**src/rtl/pcsr_pkg.sv**
```systemverilog
// ----------------------------------------------------------------------------
// pcsr_pkg
// shared types, register map and crc helper for the paged crc32c stream reader
// ----------------------------------------------------------------------------
package pcsr_pkg;

  // apb register map
  localparam int APB_ADDR_W = 5;
  localparam int APB_DATA_W = 64;

  localparam logic [1:0] REG_PAGE_SHIFT   = 2'd0;
  localparam logic [1:0] REG_START_OFFSET = 2'd1;
  localparam logic [1:0] REG_READ_LENGTH  = 2'd2;

  localparam logic [4:0]  PAGE_SHIFT_RST = 5'd10;
  localparam logic [4:0]  MIN_SHIFT      = 5'd3;
  localparam logic [31:0] CRC_POLY       = 32'h82f6_3b78;
  localparam logic [31:0] CRC_ONES       = 32'hffff_ffff;

  typedef enum logic [1:0] {
    KIND_DATA    = 2'd0,
    KIND_PAGE_OK = 2'd1,
    KIND_CRC_ERR = 2'd2,
    KIND_OFS_ERR = 2'd3
  } kind_e;

  // classification made at the front
  typedef enum logic [1:0] {
    CMD_BYTE     = 2'd0,
    CMD_START    = 2'd1,
    CMD_ZERO_LEN = 2'd2,
    CMD_OFS_ERR  = 2'd3
  } cmd_e;

  typedef struct packed {
    logic [7:0] page_byte;
    logic       start_req;
  } in_item_t;

  typedef struct packed {
    kind_e       kind;
    logic [7:0]  data;
    logic        last;
    logic [47:0] next_offset;
    logic [31:0] page_crc;
  } out_item_t;

  typedef struct packed {
    cmd_e        cmd;
    logic [7:0]  page_byte;
    logic [4:0]  shift;
    logic [31:0] length;
  } cmd_t;

  // reflected crc-32c, one byte
  function automatic logic [31:0] crc32c_byte(logic [31:0] c_in, logic [7:0] b);
    logic [31:0] c;
    c = c_in ^ {24'd0, b};
    for (int k = 0; k < 8; k++) begin
      c = c[0] ? (CRC_POLY ^ (c >> 1)) : (c >> 1);
    end
    return c;
  endfunction

endpackage

```
**src/rtl/pcsr_front.sv**
```systemverilog
// ----------------------------------------------------------------------------
// pcsr_front
// classifies each incoming byte against the current register settings
// ----------------------------------------------------------------------------
module pcsr_front #(
  parameter int MAX_PAGE_SHIFT = 16,
  parameter int OFFSET_WIDTH   = 48
) (
  input  pcsr_pkg::in_item_t        in_item_i,
  input  logic [4:0]                page_shift_i,
  input  logic [47:0]               start_offset_i,
  input  logic [31:0]               read_length_i,
  output pcsr_pkg::cmd_t            cmd_o,
  output logic [MAX_PAGE_SHIFT-1:0] in_page_o,
  output logic [OFFSET_WIDTH-1:0]   offset_o
);
  import pcsr_pkg::*;

  localparam int PW = MAX_PAGE_SHIFT + 1;
  localparam logic [4:0] MaxShift = 5'(MAX_PAGE_SHIFT);

  logic [4:0]    shift;
  logic [PW-1:0] size;
  logic [PW-1:0] payload;
  logic [PW-1:0] mask;

  always_comb begin
    // clamp page size into the supported range
    if (page_shift_i < MIN_SHIFT) begin
      shift = MIN_SHIFT;
    end else if (page_shift_i > MaxShift) begin
      shift = MaxShift;
    end else begin
      shift = page_shift_i;
    end
    size    = PW'(1) << shift;
    payload = size - PW'(4);
    mask    = size - PW'(1);
  end

  assign in_page_o = start_offset_i[MAX_PAGE_SHIFT-1:0] & mask[MAX_PAGE_SHIFT-1:0];
  assign offset_o  = OFFSET_WIDTH'(start_offset_i);

  always_comb begin
    cmd_o.page_byte = in_item_i.page_byte;
    cmd_o.shift     = shift;
    cmd_o.length    = read_length_i;
    priority if (!in_item_i.start_req) begin
      cmd_o.cmd = CMD_BYTE;
    end else if ({1'b0, in_page_o} >= payload) begin
      cmd_o.cmd = CMD_OFS_ERR;
    end else if (read_length_i == 32'd0) begin
      cmd_o.cmd = CMD_ZERO_LEN;
    end else begin
      cmd_o.cmd = CMD_START;
    end
  end

endmodule

```
**src/rtl/pcsr_queue.sv**
```systemverilog
// ----------------------------------------------------------------------------
// pcsr_queue
// small register fifo between the front and the back
// ----------------------------------------------------------------------------
module pcsr_queue #(
  parameter int WIDTH = 8,
  parameter int DEPTH = 2
) (
  input  logic             clk_i,
  input  logic             rst_ni,
  input  logic             push_i,
  input  logic [WIDTH-1:0] wdata_i,
  output logic             full_o,
  input  logic             pop_i,
  output logic             empty_o,
  output logic [WIDTH-1:0] rdata_o
);

  localparam int PtrW = (DEPTH > 1) ? $clog2(DEPTH) : 1;
  localparam int CntW = $clog2(DEPTH + 1);
  localparam logic [PtrW-1:0] LastPtr = PtrW'(DEPTH - 1);
  localparam logic [CntW-1:0] Full    = CntW'(DEPTH);

  logic [WIDTH-1:0] mem_q [DEPTH];
  logic [PtrW-1:0]  wptr_q, wptr_d, rptr_q, rptr_d;
  logic [CntW-1:0]  cnt_q, cnt_d;
  logic             do_push, do_pop;

  assign full_o  = (cnt_q == Full);
  assign empty_o = (cnt_q == '0);
  assign rdata_o = mem_q[rptr_q];
  assign do_push = push_i && !full_o;
  assign do_pop  = pop_i && !empty_o;

  always_comb begin
    wptr_d = wptr_q;
    rptr_d = rptr_q;
    cnt_d  = cnt_q;
    if (do_push) begin
      wptr_d = (wptr_q == LastPtr) ? '0 : wptr_q + PtrW'(1);
    end
    if (do_pop) begin
      rptr_d = (rptr_q == LastPtr) ? '0 : rptr_q + PtrW'(1);
    end
    if (do_push && !do_pop) begin
      cnt_d = cnt_q + CntW'(1);
    end else if (do_pop && !do_push) begin
      cnt_d = cnt_q - CntW'(1);
    end
  end

  always_ff @(posedge clk_i or negedge rst_ni) begin
    if (!rst_ni) begin
      wptr_q <= '0;
      rptr_q <= '0;
      cnt_q  <= '0;
    end else begin
      wptr_q <= wptr_d;
      rptr_q <= rptr_d;
      cnt_q  <= cnt_d;
    end
  end

  always_ff @(posedge clk_i) begin
    if (do_push) begin
      mem_q[wptr_q] <= wdata_i;
    end
  end

endmodule

```
**src/rtl/pcsr_back.sv**
```systemverilog
// ----------------------------------------------------------------------------
// pcsr_back
// page walker: crc update, position tracking, result generation, output register
// ----------------------------------------------------------------------------
module pcsr_back #(
  parameter int MAX_PAGE_SHIFT = 16,
  parameter int OFFSET_WIDTH   = 48
) (
  input  logic                      clk_i,
  input  logic                      rst_ni,
  input  logic                      head_valid_i,
  input  pcsr_pkg::cmd_t            cmd_i,
  input  logic [MAX_PAGE_SHIFT-1:0] in_page_i,
  input  logic [OFFSET_WIDTH-1:0]   offset_i,
  output logic                      pop_o,
  output logic                      out_valid_o,
  input  logic                      out_ready_i,
  output pcsr_pkg::out_item_t       out_item_o
);
  import pcsr_pkg::*;

  localparam int PW = MAX_PAGE_SHIFT + 1;
  localparam int MW = MAX_PAGE_SHIFT;
  localparam int OW = OFFSET_WIDTH;

  logic [31:0]   crc_q, crc_d, crc_e, crc_upd;
  logic [MW-1:0] pos_q, pos_d, pos_e;
  logic [31:0]   sc_q, sc_d, sc_e;
  logic [31:0]   bl_q, bl_d, bl_e;
  logic [OW-1:0] pidx_q, pidx_d, pidx_e;
  logic [OW-1:0] resume_q, resume_d, resume_e;
  logic          active_q, active_d, act_e;
  logic          first_q, first_d, first_e;
  logic          fin_q, fin_d, fin_e;

  logic          out_valid_q, out_valid_d;
  out_item_t     out_q, out_d, res;
  logic          emit, is_start;

  logic [PW-1:0] size, payload, last_pos, pos_ext;
  logic [31:0]   crc_fin;
  logic [OW-1:0] end_off;

  assign pop_o       = head_valid_i && (!out_valid_q || out_ready_i);
  assign out_valid_o = out_valid_q;
  assign out_item_o  = out_q;

  always_comb begin
    size     = PW'(1) << cmd_i.shift;
    payload  = size - PW'(4);
    last_pos = size - PW'(1);
    is_start = (cmd_i.cmd == CMD_START);

    // a start rearms all state before the byte itself is walked
    act_e    = is_start || active_q;
    crc_e    = is_start ? CRC_ONES : crc_q;
    pos_e    = is_start ? '0 : pos_q;
    sc_e     = is_start ? '0 : sc_q;
    bl_e     = is_start ? cmd_i.length : bl_q;
    pidx_e   = is_start ? (offset_i >> cmd_i.shift) : pidx_q;
    resume_e = is_start ? '0 : resume_q;
    first_e  = is_start || first_q;
    fin_e    = !is_start && fin_q;

    pos_ext  = {1'b0, pos_e};
    crc_upd  = crc32c_byte(crc_e, cmd_i.page_byte);
    crc_fin  = crc_e ^ CRC_ONES;
    // offset just past this byte, past the checksum at payload end
    end_off  = (pidx_e << cmd_i.shift) + OW'(pos_ext) +
               (((pos_ext + PW'(1)) == payload) ? OW'(5) : OW'(1));

    crc_d    = crc_e;
    pos_d    = pos_e;
    sc_d     = sc_e;
    bl_d     = bl_e;
    pidx_d   = pidx_e;
    resume_d = resume_e;
    active_d = act_e;
    first_d  = first_e;
    fin_d    = fin_e;

    emit             = 1'b0;
    res.kind         = KIND_DATA;
    res.data         = '0;
    res.last         = 1'b0;
    res.next_offset  = '0;
    res.page_crc     = '0;

    unique case (cmd_i.cmd)
      CMD_OFS_ERR: begin
        active_d = 1'b0;
        emit     = 1'b1;
        res.kind = KIND_OFS_ERR;
        res.last = 1'b1;
      end
      CMD_ZERO_LEN: begin
        active_d        = 1'b0;
        emit            = 1'b1;
        res.kind        = KIND_PAGE_OK;
        res.last        = 1'b1;
        res.next_offset = 48'(offset_i);
      end
      CMD_BYTE, CMD_START: begin
        if (act_e) begin
          if (pos_ext < payload) begin
            // payload byte
            crc_d = crc_upd;
            pos_d = pos_e + MW'(1);
            if ((bl_e != 32'd0) && (!first_e || (pos_e >= in_page_i))) begin
              bl_d = bl_e - 32'd1;
              if (bl_e == 32'd1) begin
                resume_d = end_off;
                fin_d    = 1'b1;
              end
              emit     = 1'b1;
              res.data = cmd_i.page_byte;
            end
          end else begin
            // checksum byte, big-endian
            sc_d = {sc_e[23:0], cmd_i.page_byte};
            if (pos_ext < last_pos) begin
              pos_d = pos_e + MW'(1);
            end else begin
              emit         = 1'b1;
              res.page_crc = crc_fin;
              if (crc_fin != sc_d) begin
                active_d = 1'b0;
                res.kind = KIND_CRC_ERR;
                res.last = 1'b1;
              end else if (fin_e) begin
                active_d        = 1'b0;
                res.kind        = KIND_PAGE_OK;
                res.last        = 1'b1;
                res.next_offset = 48'(resume_e);
              end else begin
                res.kind = KIND_PAGE_OK;
                pidx_d   = pidx_e + OW'(1);
                pos_d    = '0;
                crc_d    = CRC_ONES;
                sc_d     = '0;
                first_d  = 1'b0;
              end
            end
          end
        end
      end
    endcase
  end

  always_comb begin
    out_valid_d = out_valid_q && !out_ready_i;
    out_d       = out_q;
    if (pop_o && emit) begin
      out_valid_d = 1'b1;
      out_d       = res;
    end
  end

  always_ff @(posedge clk_i or negedge rst_ni) begin
    if (!rst_ni) begin
      crc_q       <= CRC_ONES;
      pos_q       <= '0;
      sc_q        <= '0;
      bl_q        <= '0;
      pidx_q      <= '0;
      resume_q    <= '0;
      active_q    <= 1'b0;
      first_q     <= 1'b0;
      fin_q       <= 1'b0;
      out_valid_q <= 1'b0;
    end else begin
      if (pop_o) begin
        crc_q    <= crc_d;
        pos_q    <= pos_d;
        sc_q     <= sc_d;
        bl_q     <= bl_d;
        pidx_q   <= pidx_d;
        resume_q <= resume_d;
        active_q <= active_d;
        first_q  <= first_d;
        fin_q    <= fin_d;
      end
      out_valid_q <= out_valid_d;
    end
  end

  always_ff @(posedge clk_i) begin
    out_q <= out_d;
  end

endmodule

```
**src/rtl/paged_crc32c_stream_reader_unit.sv**
```systemverilog
// ----------------------------------------------------------------------------
// paged_crc32c_stream_reader_unit
// reads whole pages byte by byte, checks their crc-32c and delivers payload
// ----------------------------------------------------------------------------
// usage
//   - program page_shift, start_offset and read_length over the apb port
//     while no transfer is in flight (byte addresses 0x0, 0x8, 0x10)
//   - feed raw page bytes on in_valid_i/in_ready_o, one byte per transfer,
//     starting at byte 0 of the page holding start_offset with start_req set
//   - results leave on out_valid_o/out_ready_i: payload bytes, one status item
//     at each page end, and a final item with last set (done or error)
// timing
//   - one input transfer per cycle sustained while out_ready_i stays high; a
//     result passes the fifo write, then the page walker and output register
//   - the rate is set by the crc byte update in the page walker, one byte
//     per cycle
// stall behavior
//   - a two-entry fifo separates intake from the page walker; when the
//     receiver stalls the output register holds, the fifo fills and then
//     in_ready_o drops
// reset
//   - registers return to page_shift 10, start_offset 0, read_length 0;
//     the walker is idle and ignores bytes until the next start
// ----------------------------------------------------------------------------
module paged_crc32c_stream_reader_unit #(
  parameter int MAX_PAGE_SHIFT = 16,
  parameter int OFFSET_WIDTH   = 48
) (
  input  logic                                 clk_i,
  input  logic                                 rst_ni,
  // byte input
  input  logic                                 in_valid_i,
  output logic                                 in_ready_o,
  input  pcsr_pkg::in_item_t                   in_item_i,
  // result output
  output logic                                 out_valid_o,
  input  logic                                 out_ready_i,
  output pcsr_pkg::out_item_t                  out_item_o,
  // apb register port
  input  logic                                 psel,
  input  logic                                 penable,
  input  logic                                 pwrite,
  input  logic [pcsr_pkg::APB_ADDR_W-1:0]      paddr,
  input  logic [pcsr_pkg::APB_DATA_W-1:0]      pwdata,
  output logic [pcsr_pkg::APB_DATA_W-1:0]      prdata,
  output logic                                 pready
);
  import pcsr_pkg::*;

  localparam int MW = MAX_PAGE_SHIFT;
  localparam int OW = OFFSET_WIDTH;
  localparam int QW = $bits(cmd_t) + MW + OW;

  // configuration registers
  logic [4:0]  page_shift_q;
  logic [47:0] start_offset_q;
  logic [31:0] read_length_q;
  logic        cfg_wr;
  logic [1:0]  reg_idx;

  // front to queue
  cmd_t          f_cmd;
  logic [MW-1:0] f_in_page;
  logic [OW-1:0] f_offset;
  logic          q_full, q_empty, q_pop;
  logic [QW-1:0] q_rdata;

  // queue head as seen by the walker
  cmd_t          h_cmd;
  logic [MW-1:0] h_in_page;
  logic [OW-1:0] h_offset;

  // register access, write on the access phase
  assign pready  = 1'b1;
  assign reg_idx = paddr[APB_ADDR_W-1:3];
  assign cfg_wr  = psel && penable && pwrite;

  always_ff @(posedge clk_i or negedge rst_ni) begin
    if (!rst_ni) begin
      page_shift_q   <= PAGE_SHIFT_RST;
      start_offset_q <= '0;
      read_length_q  <= '0;
    end else if (cfg_wr) begin
      unique case (reg_idx)
        REG_PAGE_SHIFT:   page_shift_q   <= pwdata[4:0];
        REG_START_OFFSET: start_offset_q <= pwdata[47:0];
        REG_READ_LENGTH:  read_length_q  <= pwdata[31:0];
        default: ;
      endcase
    end
  end

  always_comb begin
    unique case (reg_idx)
      REG_PAGE_SHIFT:   prdata = APB_DATA_W'(page_shift_q);
      REG_START_OFFSET: prdata = APB_DATA_W'(start_offset_q);
      REG_READ_LENGTH:  prdata = APB_DATA_W'(read_length_q);
      default:          prdata = '0;
    endcase
  end

  // intake and classification
  pcsr_front #(
    .MAX_PAGE_SHIFT (MAX_PAGE_SHIFT),
    .OFFSET_WIDTH   (OFFSET_WIDTH)
  ) u_front (
    .in_item_i      (in_item_i),
    .page_shift_i   (page_shift_q),
    .start_offset_i (start_offset_q),
    .read_length_i  (read_length_q),
    .cmd_o          (f_cmd),
    .in_page_o      (f_in_page),
    .offset_o       (f_offset)
  );

  assign in_ready_o = !q_full;

  // decoupling queue, carries the register snapshot with each byte
  pcsr_queue #(
    .WIDTH (QW),
    .DEPTH (2)
  ) u_queue (
    .clk_i   (clk_i),
    .rst_ni  (rst_ni),
    .push_i  (in_valid_i),
    .wdata_i ({f_cmd, f_in_page, f_offset}),
    .full_o  (q_full),
    .pop_i   (q_pop),
    .empty_o (q_empty),
    .rdata_o (q_rdata)
  );

  assign {h_cmd, h_in_page, h_offset} = q_rdata;

  // page walker and output register
  pcsr_back #(
    .MAX_PAGE_SHIFT (MAX_PAGE_SHIFT),
    .OFFSET_WIDTH   (OFFSET_WIDTH)
  ) u_back (
    .clk_i        (clk_i),
    .rst_ni       (rst_ni),
    .head_valid_i (!q_empty),
    .cmd_i        (h_cmd),
    .in_page_i    (h_in_page),
    .offset_i     (h_offset),
    .pop_o        (q_pop),
    .out_valid_o  (out_valid_o),
    .out_ready_i  (out_ready_i),
    .out_item_o   (out_item_o)
  );

endmodule

```
**config.mk**
```make
export PLATFORM = sky130hd
export DESIGN_NAME = paged_crc32c_stream_reader_unit
export DESIGN_NICKNAME = d
export VERILOG_FILES = /design/src/rtl/pcsr_pkg.sv /design/src/rtl/pcsr_front.sv /design/src/rtl/pcsr_queue.sv /design/src/rtl/pcsr_back.sv /design/src/rtl/paged_crc32c_stream_reader_unit.sv
export SDC_FILE = /design/constraint.sdc
export NUM_CORES = 2
export LEC_CHECK = 0
export BUFFER_PORTS_ARGS = -buffer_cell sky130_fd_sc_hd__buf_2
export CORE_UTILIZATION = 58
export CTS_BUF_LIST = sky130_fd_sc_hd__clkbuf_4 sky130_fd_sc_hd__clkbuf_8
export DETAILED_ROUTE_END_ITERATION = 10
export PLACE_DENSITY = 0.84
export SYNTH_ARGS = -nofsm -noshare
export SYNTH_HDL_FRONTEND = slang
export SYNTH_SLANG_ARGS = --single-unit
export TNS_END_PERCENT = 5
```
**constraint.sdc**
```tcl
create_clock -name clk_i -period 10.2 [get_ports clk_i]
set_input_delay 0 -clock clk_i [delete_from_list [all_inputs] [get_ports clk_i]]
set_output_delay 0 -clock clk_i [all_outputs]
set_load 0.03 [all_outputs]
```
Yosys cells after proc, flatten, opt, wreduce, memory -nomap -nowiden
Memory sizes are Yosys's and may differ from the RTL's.
Cells that the tools add are included.
- muxes and demuxes: 97
- eq/ne operators: 9
- $add $sub $neg: 14
- shift-type cells: 4
- order comparisons: 6
- bitwise logic cells: 13
- reductions and logical operators: 36
- operator list (kind ; number):
    two-way mux 32 bit ; 27
    two-way mux 48 bit ; 14
    two-way mux 81 bit ; 2
    one-hot mux 48 bit (3 select lines) ; 1
    inverter 16 -> 17 bit ; 8
    two-way mux 16 bit ; 7
    one-hot mux 48 bit (2 select lines) ; 1
    two-way mux 91 bit ; 1
    two-way mux 49 bit ; 1
    adder 48 x 1 -> 48 bit (second input constant) ; 1
    adder 48 x 16 -> 48 bit ; 1
    adder 48 bit ; 1
    left shift 48 x 5 -> 48 bit ; 1
    >> shifter 48 x 5 -> 48 bit ; 1
    < comparator 16 x 17 -> 1 bit ; 2
    left shift 1 x 5 -> 17 bit (first input constant) ; 2
    subtractor 17 x 3 -> 17 bit (second input constant) ; 2
    == test 32 x 1 -> 1 bit (second input constant) ; 1
    zero test 32 bit ; 1
    != test 32 bit ; 1
    inverter 32 bit ; 1
    nonzero test 32 bit ; 1
    subtractor 32 x 1 -> 32 bit (second input constant) ; 1
    XOR 32 x 8 -> 32 bit ; 1
    32 further kinds ; 99
- output and inout bits: 158
- logic and storage cells: 201
- register bits: 392
- memories: 1
- bits in writable memories: 222
- memories (memory ; depth ; bits a word ; read ports ; clocked after Yosys merged registers in ; wr ports ; line ; RTL):
    u_queue.mem_q ; 2 ; 111 ; 1 ; 0 ; 1 ; pcsr_queue.sv:24 ; logic [WIDTH-1:0] mem_q [DEPTH];

Depth between registers and ports, before layout
An unclocked memory read counts as a cell.
- depth in word-level cells: 23
- mapped depth: 48

Cells and area by module
From an unflattened synthesis, not the netlist that was laid out.
- cell total of the unflattened synthesis: 4038
- area total of the unflattened synthesis: 41481.0 µm²
- modules (own cells, without submodules) (module ; instances ; seq. area each (µm²) ; area each (µm²) ; cells an instance):
    pcsr_back ; 1 ; 7877.6 ; 27563.9 ; 3152
    pcsr_queue ; 1 ; 6766.5 ; 8225.4 ; 364
    paged_crc32c_stream_reader_unit ; 1 ; 2129.5 ; 3971.3 ; 275
    pcsr_front ; 1 ; 0.0 ; 1720.4 ; 247

Worst setup path before layout
OpenSTA, ideal clock, no wires.
- path type: reg2reg
- start point: reg u_queue.rptr_q
- end point: reg u_back.out_q (netlist bit u_back.out_item_o[0]), enable pin
- setup slack: -0.724 ns
- path buffers: 15
- required time: 9.628 ns
- stages on the path, launching flop included: 30
- period minus slack after synthesis: 10.924 ns
- arrival time: 10.352 ns
- library setup time: 0.572 ns
- cell sequence: dfrtp_1 > buf_6 > buf_8 > buf_12 > buf_6 > and3b_1 > nor2_1 > buf_2 > buf_2 > buf_2 > buf_2 > buf_1 > clkbuf_1 > clkbuf_1 > clkbuf_1 > clkbuf_1 > clkbuf_1 > and2_1 > ha_1 > nor2b_1 > o21a_1 > o21a_1 > o21a_1 > o21a_1 > o211ai_1 > a21o_1 > and3_1 > clkbuf_1 > o22ai_1 > a21oi_1
- word-level cells in the longest chain between the ends: 11
- ends and longest elaborated chain (item ; line ; RTL):
    start: declaration ; pcsr_queue.sv:25 ; logic [PtrW-1:0] wptr_q, wptr_d, rptr_q, rptr_d;
    start signal: assignment ; pcsr_queue.sv:59 ; rptr_q <= rptr_d;
    memory read (2 x 111 bit) (*) ; n/a ;
    parallel branches: the longest is 8 deep, another holds subtractor 17 x 1 -> 17 bit ; n/a ;
    one-hot mux 1 bit (2 select lines) (*) ; pcsr_back.sv:89 ; unique case (cmd_i.cmd)
    logical AND 1 bit (*) ; pcsr_back.sv:153 ; if (pop_o && emit) begin
    end signal: assignment ; pcsr_back.sv:188 ; out_q <= out_d;
    end: declaration ; pcsr_back.sv:37 ; out_item_t out_q, out_d, res;
Every way passes the cells marked *.
A chain may end at the register's enable or synchronous reset.

Worst setup path after layout
- start point: reg u_queue.rptr_q
- end point: reg u_back.resume_q[37]
- word-level cells in the longest chain between the ends: 12
- ends and longest elaborated chain (item ; line ; RTL):
    memory read (2 x 111 bit) (*) ; n/a ;
    parallel branches: the longest is 10 deep, another holds adder 48 x 16 -> 48 bit ; n/a ;
    two-way mux 48 bit (*) ; pcsr_back.sv:89 ;
    end signal: assignment ; pcsr_back.sv:178 ; resume_q <= resume_d;
    end: declaration ; pcsr_back.sv:31 ; logic [OW-1:0] resume_q, resume_d, resume_e;
Marked as above.

==> metrics.yaml <==
drive_gt1_share_pct: 17.8
io_buffers: 206
initial_core_util_pct: 58.8
cap_violations: 0
synth-edff-count: 313
nFillCells: 5047
grt_pass1_wl_mm: 210
die_w_um: 261
seqCellArea_um2: 16800
die_height_um: 261
clockBufferDepth: 3
pin_count: 243
overflow: 0
cts_resized: 0
grt_max_degree: 74
setup-violations-final: 0
yosysTopAreaCell: "edfxtp_1"
p_per_area_nw_per_um2: 392
postCtsHoldBufs: 72
tightest_slew_ns: 1.46
required_ns: 10.79
fin_skew_ns: 0.0685
synth_area_leaders: "edfxtp_1 (24%), dfrtp_1 (17%), mux2i_1 (5.9%)"
status: "finished, violations left"
whs_ns: 0.0279
synth_seq_area_share_pct: 43.1
synth-warning-count: 0
r2r_start: "u_queue.rptr_q"
core_um2: 66100
final_cell_area_um2: 43600
grt_setup_unrepaired: "no"
gp_congestion: 1.11
start_kind: "flop"
viasPerCell: 6.88
min-delay-start: "in_item_i[1]"
numCtsBuffers: 97
vias: 35303
drc: 12
slew_violations: 0
avgSynthCellArea_um2: 9.84
syn_inst: 3953
htree_num_levels: 3
critical_path.startpoint: "u_queue.rptr_q"
wire_per_inst_um: 27.8
ys_top_cells_by_count: "nand2_1 (400), nor2_1 (399), edfxtp_1 (313)"
fin_crit_sh_pct: 90.4
post_cts_buffers: 0
postRouteAntennaNets: 0
end_kind: "flop"
cp_top_family: "compound AO/OA/AOI/OAI gates"
max_freq_mhz: 109
syn_to_final_growth_pct: 12.1
wl_mm: 143
crit_buf_inv: 2
yosysMostFrequentCell: "nand2_1"
grt_pass1_vias: 34070
insertion_delay_ns: 0.75
syn_area_um2: 38900
root_buffer: "clkbuf_8"
grt_usage_pct: 41.5
ys_ff_latch: 606
placed_cell_area_um2: 40700
setup_tns_ns: 0
violations: "DRC"
ys_types: 118
ir_drop_mv: 0.329
synth_flop_cell: "edfxtp_1"
antenna_found_initial: 7
min_period_ns: 9.22
ys_async_sr_fraction_pct: 48.3
synth_top_area_share_pct: 24.2
drt_iter0_drc: 5135
dr.pass1.iters: 11
clk_pin_slew_worst_paths_ns: 0.06
path_class: "reg2reg"
worstPathArrival_ns: 9.81
tritoncts: "yes"
max_stage_delay_ns: 0.97
slew_headroom_pct: 2.11
crit_fanout: 48
finalHoldViolCount: 0
multi_input_area_um2: 20900
timing.final.ws_setup_ns: 0.984
cts_sinks: 606
p_leak_nw: 17.7
nNetsFinal: 4374
dp_hpwl_mm: 100
pre_cts_slack_ns: 1.30
dieArea_um2: 68100
hold_class: "in2reg"
rows: 94
crit_slowest_cell: "dfrtp_4"
-- worst paths after layout --
path,to,slack [ns],depth (start not counted)
worst max-delay path,u_back.resume_q[37],0.98,28
worst max register to register,u_back.resume_q[37],0.98,28
worst min-delay path,u_queue.mem_q[1][101],0.03,2
worst min register to register,u_back.resume_q[12],0.48,2
max in group asynchronous,u_queue.rptr_q,7.64,5
min in group asynchronous,u_back.resume_q[30],0.34,3
-- registers in the layout, indices dropped and copies added, names as in the netlist --
signal / cells
start_offset_q: 48
u_back.crc_q: 32
u_queue.cnt_q: 2
u_back.first_q: 1
u_back.pos_q: 16
page_shift_q: 5
u_back.sc_q: 24
u_back.fin_q: 1
u_queue.rptr_q: 1
u_back.out_item_o: 91
u_back.bl_q: 32
u_back.active_q: 1
u_back.resume_q: 48
u_back.out_valid_o: 1
u_back.pidx_q: 48
u_queue.mem_q: 222
u_queue.wptr_q: 1
read_length_q: 32
-- layout by cell type (no fill, tap or decap), types with 37 or more instances in the layout --
cell type,count
nand2_1,400
nor2_1,393
edfxtp_1,313
dfrtp_1,258
o21ai_0,235
mux2i_1,229
a21oi_1,219
buf_2,205
xnor2_1,159
mux2_2,145
clkbuf_8,106
nand3_1,104
ha_1,103
buf_4,100
nor3_1,75
xor2_1,71
dlygate4sd3_1,71
a22o_1,64
and2_1,61
a22oi_1,59
o211ai_1,41
o22ai_1,39
nand4_1,38
inv_1,37
a31oi_1,37
-- power breakdown --
part / internal [mW] / switching (mW)
Clock: 1.31 / 1.04
Sequential: 3.48 / 0.573
Combinational: 3.54 / 7.13
-- cells by family after synthesis --
family,count (synthesis),share of synthesized area (%)
fa+ha+maj,105,3.42
compound gates,1017,17.8
flops,606,43.1
simple gates,1291,15.5
buf+inv,305,3.71
other cells,2,0.0193
mux,397,11.2
xor+xnor,230,5.18
-- through the flow --
stage,instances,util (%),power (mW)
after detailed placement,4877,61.5,14.1
after CTS,5130,65.9,16.5
after global routing,5132,65.9,17.7
final,5134,65.9,17.1
after floorplan,3972,-,11.0
after global placement,4877,61.5,13.9
-- final cells by class --
cell class	count	area share, %
diodes	4	0.0230
repair buffers	378	5.80
flip-flops and latches	606	38.5
multi-input cells	3061	47.9
clock inverters	43	1.06
well taps	864	2.48
inverters	40	0.347
clock buffers	138	3.90
-- metal layers --
metal  part of all wire, %  global-route usage, %  routed length, um
met3                    14                   14.7              20100
met4                   5.7                   21.7               8160
met2                    43                   62.2              62100
met1                    37                   52.8              52400
met5                 0.040                   1.25                 57
No activity file was read; power rests on OpenSTA's default activity.
